[src/sv/vzbm_pkg.sv]
// ----------------------------------------------------------------------------
// vzbm_pkg
// Shared constants, types and command/status bundles for the viewed-zone
// bitmap marker.
// ----------------------------------------------------------------------------
package vzbm_pkg;

    localparam int ZONE_SHIFT = 6;
    localparam int GRID_COLS  = 64;
    localparam int GRID_ROWS  = 64;
    localparam int ROW_AW     = $clog2(GRID_ROWS);
    localparam int ZONE_W     = 7;   // holds 0..64
    localparam int MAG_W      = 24;  // |v| * 100 fits here
    localparam int QUO_W      = 26;  // signed quotient
    localparam int ZOOM_W     = 11;
    localparam int STEP_W     = $clog2(MAG_W);

    typedef enum logic [1:0] {
        CMD_CLEAR = 2'd0,
        CMD_MARK  = 2'd1,
        CMD_READ  = 2'd2,
        CMD_NONE  = 2'd3
    } t_cmd_code;

    typedef enum logic [2:0] {
        CFG_WIDTH  = 3'd0,
        CFG_HEIGHT = 3'd1,
        CFG_XEIG   = 3'd2,
        CFG_YEIG   = 3'd3,
        CFG_ZOOM   = 3'd4
    } t_cfg_idx;

    typedef struct packed {
        logic [12:0]       width_px;
        logic [12:0]       height_px;
        logic [1:0]        x_eig;
        logic [1:0]        y_eig;
        logic [ZOOM_W-1:0] zoom;
    } t_cfg;

    typedef struct packed {
        logic       capture;
        logic       clear;
        logic       prep;
        logic       div_load;
        logic       div_step;
        logic       div_store;
        logic [1:0] idx;
        logic       bound;
        logic       row_rd;
        logic       row_wr;
        logic       rd_issue;
        logic       rd_capture;
        logic       load_out;
    } t_dp_cmd;

    typedef struct packed {
        logic out_free;
        logic nonempty;
        logic row_last;
    } t_dp_sts;

endpackage

[src/sv/vzbm_ctrl.sv]
// ----------------------------------------------------------------------------
// vzbm_ctrl
// Sequencer: command decode, divider step count, row walk, result hand-off.
// ----------------------------------------------------------------------------
module vzbm_ctrl import vzbm_pkg::*; (
    input  logic    i_clk,
    input  logic    i_rst_n,
    input  logic    i_in_valid,
    input  logic [1:0] i_cmd,
    input  t_dp_sts i_sts,
    output logic    o_in_ready,
    output t_dp_cmd o_cmd
);
    typedef enum logic [10:0] {
        S_IDLE   = 11'b000_0000_0001,
        S_PREP   = 11'b000_0000_0010,
        S_DLOAD  = 11'b000_0000_0100,
        S_DSTEP  = 11'b000_0000_1000,
        S_DSTORE = 11'b000_0001_0000,
        S_BOUND  = 11'b000_0010_0000,
        S_ROWRD  = 11'b000_0100_0000,
        S_ROWWR  = 11'b000_1000_0000,
        S_RDREQ  = 11'b001_0000_0000,
        S_RDCAP  = 11'b010_0000_0000,
        S_OUT    = 11'b100_0000_0000
    } t_state;

    t_state            r_state, n_state;
    logic [STEP_W-1:0] r_step, n_step;
    logic [1:0]        r_idx, n_idx;

    always_comb begin
        n_state    = r_state;
        n_step     = r_step;
        n_idx      = r_idx;
        o_cmd      = '0;
        o_cmd.idx  = r_idx;
        o_in_ready = 1'b0;
        case (r_state)
            S_IDLE: begin
                o_in_ready = 1'b1;
                if (i_in_valid) begin
                    o_cmd.capture = 1'b1;
                    case (t_cmd_code'(i_cmd))
                        CMD_CLEAR: begin
                            o_cmd.clear = 1'b1;
                            n_state     = S_OUT;
                        end
                        CMD_MARK: n_state = S_PREP;
                        CMD_READ: n_state = S_RDREQ;
                        default:  n_state = S_OUT;
                    endcase
                end
            end
            S_PREP: begin
                o_cmd.prep = 1'b1;
                n_idx      = 2'd0;
                n_state    = S_DLOAD;
            end
            S_DLOAD: begin
                o_cmd.div_load = 1'b1;
                n_step         = '0;
                n_state        = S_DSTEP;
            end
            S_DSTEP: begin
                o_cmd.div_step = 1'b1;
                if (r_step == STEP_W'(MAG_W - 1)) begin
                    n_state = S_DSTORE;
                end else begin
                    n_step = r_step + 1'b1;
                end
            end
            S_DSTORE: begin
                o_cmd.div_store = 1'b1;
                if (r_idx == 2'd3) begin
                    n_state = S_BOUND;
                end else begin
                    n_idx   = r_idx + 1'b1;
                    n_state = S_DLOAD;
                end
            end
            S_BOUND: begin
                o_cmd.bound = 1'b1;
                n_state     = S_ROWRD;
            end
            S_ROWRD: begin
                if (i_sts.nonempty) begin
                    o_cmd.row_rd = 1'b1;
                    n_state      = S_ROWWR;
                end else begin
                    n_state = S_OUT;
                end
            end
            S_ROWWR: begin
                o_cmd.row_wr = 1'b1;
                n_state      = i_sts.row_last ? S_OUT : S_ROWRD;
            end
            S_RDREQ: begin
                o_cmd.rd_issue = 1'b1;
                n_state        = S_RDCAP;
            end
            S_RDCAP: begin
                o_cmd.rd_capture = 1'b1;
                n_state          = S_OUT;
            end
            S_OUT: begin
                if (i_sts.out_free) begin
                    o_cmd.load_out = 1'b1;
                    n_state        = S_IDLE;
                end
            end
            default: n_state = S_IDLE;
        endcase
    end

    always_ff @(posedge i_clk) begin
        if (!i_rst_n) begin
            r_state <= S_IDLE;
            r_step  <= '0;
            r_idx   <= '0;
        end else begin
            r_state <= n_state;
            r_step  <= n_step;
            r_idx   <= n_idx;
        end
    end
endmodule

[config.mk]
export PLATFORM = sky130hd
export DESIGN_NAME = vzbm_ctrl
export DESIGN_NICKNAME = d
export VERILOG_FILES = /design/src/sv/vzbm_pkg.sv /design/src/sv/vzbm_ctrl.sv
export SDC_FILE = /design/constraint.sdc
export NUM_CORES = 1
export LEC_CHECK = 0
export BUFFER_PORTS_ARGS = -buffer_cell sky130_fd_sc_hd__buf_2
export CAP_MARGIN = 20
export CORE_ASPECT_RATIO = 1.25
export CORE_MARGIN = 1
export CORE_UTILIZATION = 52
export CTS_CLUSTER_SIZE = 30
export DETAILED_ROUTE_END_ITERATION = 8
export PLACE_DENSITY = 0.8
export SETUP_SLACK_MARGIN = 0.05
export SLEW_MARGIN = 10
export SYNTH_ARGS = -nofsm -noshare
export SYNTH_HDL_FRONTEND = slang
export SYNTH_SLANG_ARGS = --single-unit
[constraint.sdc]
create_clock -name i_clk -period 2.5 [get_ports i_clk]
set_input_delay 0.125 -clock i_clk [delete_from_list [all_inputs] [get_ports i_clk]]
set_output_delay 0.125 -clock i_clk [all_outputs]
set_load 0.03 [all_outputs]
==> metrics.csv <==
metric,value,unit
numCtsBuffers,3,
row_count,17,
area_delta_synth_final,15.7,%
clk_path_buf_depth,2,
required,2.38,ns
drt_iter0_markers,15,
syn_inst,122,
final-instance-count-excl-fill,164,
ios,23,
rsz0062_at_grt,no,
dp_cells,160,
worstSetupEndpointType,output pin,
arrival,2.25,ns
wl,2.20,mm
avgSynthCellArea,8.48,um2
period_needed,2.38,ns
cp_max_fo,8,
hpwl,1.63,mm
final_util,0.662,
cp_slowest_stage_delay,0.54,ns
finalMaxSlewViolations,0,
hold_path.class,in -> reg,
fmax,420,MHz
avgViaCountPerCell,5.88,
coreArea,1810,um2
dp_slack,0.404,ns
globalRouteTotalUtil,0.224,
power_density,550,nW/um2
grt_pass1_vias,869,
setup_viol,0,
final_area,1200,um2
finalCritPeriodShare,0.951,
status,finished clean,
worstPathCellList,"or4_4, or2_4, or4b_4, inv_1, clkbuf_4",
fp.dieW,41.9,um
overflow,0,
grt_max_degree,14,
vias,965,
p_leak,0.579,nW
port-buffer-count,22,
die_area,2170,um2
relSlewSlack,0.607,
peakVddDrop,0.376,mV
maxCapViolCount,0,
power,658,uW
htree_num_levels,1,
ant_nets,0,
critical_path_class,reg -> out,
drive_gt1_frac,0.269,
ys_ff_latch,18,
nNetsFinal,159,
worst_pin_slew,0.585,ns
critical_path_buf_inv_count,2,
placed_cell_area,1150,um2
netlist_area,1030,um2
initial_utilization,0.572,
critical_path.slowest_cell,or4_4,
fin_tns_setup,0,ns
cts_tree,done,
remaining_drc_errors,0,
whs,0.0991,ns
place.gp.congestion,0.795,
cp-start-kind,register,
synth_seq_area_share,0.348,
clkTransAtPathRegs,0.10,ns
cts_sinks,18,
die_h,51.9,um
clk_latency,0.30,ns
timing.final.ws_setup,0.121,ns
yosys_warnings,0,
avgRoutedWirePerCell,13.4,um
fin_skew,0.00490,ns
firstDrtPassIters,4,
cts_root_buf,clkbuf_4,
critPathTopFamily,simple AND/OR/NAND/NOR gates,
synth_cell_types,38,
hold_violations,0,
syn_nets,135,
diodes,0,
grt_pass1_wl,3.61,mm
antenna_found_initial,0,
cell usage after synthesis:
library cell	instances	area, um2
inv_1	8	30.0
o211ai_2	1	12.5
or2_4	1	8.76
ha_1	5	62.6
buf_6	1	11.3
nand2b_1	1	6.26
or4b_2	3	30.0
or4_4	1	11.3
nor3_1	4	20.0
a21oi_1	4	20.0
a21boi_1	1	7.51
o221a_1	1	11.3
nor4b_1	3	26.3
nor4_1	2	12.5
or4b_4	1	13.8
nor2b_1	3	18.8
o221ai_1	1	8.76
nor4_2	1	12.5
nand2_1	8	30.0
nand3_1	7	35.0
a21boi_0	1	7.51
and2_1	3	18.8
nand4_1	6	37.5
nor2_1	15	56.3
and3_1	6	37.5
o21ai_0	1	5.00
o221a_2	1	11.3
or3_1	2	12.5
a22oi_1	1	7.51
xnor2_1	3	26.3
nand4b_1	1	8.76
dfxtp_1	18	360
or4_1	1	7.51
buf_1	1	3.75
or4b_1	1	10.0
buf_4	1	7.51
xor2_1	2	17.5
mux2i_1	1	10.0
flip-flops by register name (all words and copies together), names as in the netlist:
register / count
r_step: 5
r_idx: 2
r_state: 11
path summary, 6_finish.rpt:
kind | startpoint | endpoint | slack [ns] | depth (start not counted)
setup / recovery | r_state[6] | o_cmd[1] | 0.12 | 5
hold / removal | i_sts[0] | r_state[6] | 0.1 | 3
setup reg to reg | r_state[6] | r_state[0] | 0.43 | 5
hold reg to reg | r_step[1] | r_step[1] | 0.52 | 2
logic make-up after synthesis:
logic type | Yosys count | share of synthesized area
buffers and inverters | 11 | 0.0508
adder cells (fa/ha/maj) | 5 | 0.0605
AND/OR/NAND/NOR | 70 | 0.400
multiplexers | 1 | 0.00967
flip-flops | 18 | 0.348
XOR/XNOR | 5 | 0.0423
AO/OA/AOI/OAI | 12 | 0.0883
power breakdown:
group,leakage [nW],switching (mW),internal (mW)
sequential,0.147,0.0129,0.296
combinational,0.411,0.107,0.0606
clock,0.0210,0.0929,0.0889
placed cells by master, fill, tap and decap left out, types with 5 or more instances in the layout:
master,n
clkbuf_4,5
and3_1,6
nand4_1,6
dfxtp_1,16
inv_1,8
nand3_1,7
ha_1,5
nor2_1,15
buf_2,20
nand2_1,8
timing repair:
item / in CTS / in global routing
setup buffers: 0 / 0
hold buffers: 0 / 0
resized for setup: 0 / 6
endpoints found under the setup margin: 0 / 2
layout make-up:
| cell class | instances | area (um2) |
|---|---|---|
| clock buffer | 4 | 36.3 |
| fill | 174 | 611 |
| inverter | 8 | 30.0 |
| multi-input combinational | 93 | 629 |
| sequential | 18 | 363 |
| tap | 19 | 23.8 |
| timing repair buffer | 22 | 115 |
worst register-to-register path, delay by kind of cell, from the launching register on:
family           cells  cell delay, ns
AND/OR/NAND/NOR      4            1.45
flip-flops           1            0.38
AO/OA/AOI/OAI        1            0.12
routing by layer:
metal  part of all wire  GRT usage  up-vias
met2               0.51      0.409       27
li1                   -          -      491
met5                  0          0        -
met4              0.032      0.156        0
met1               0.42      0.226      439
met3              0.032     0.0451        8
No activity file was read; power rests on OpenSTA's default activity.
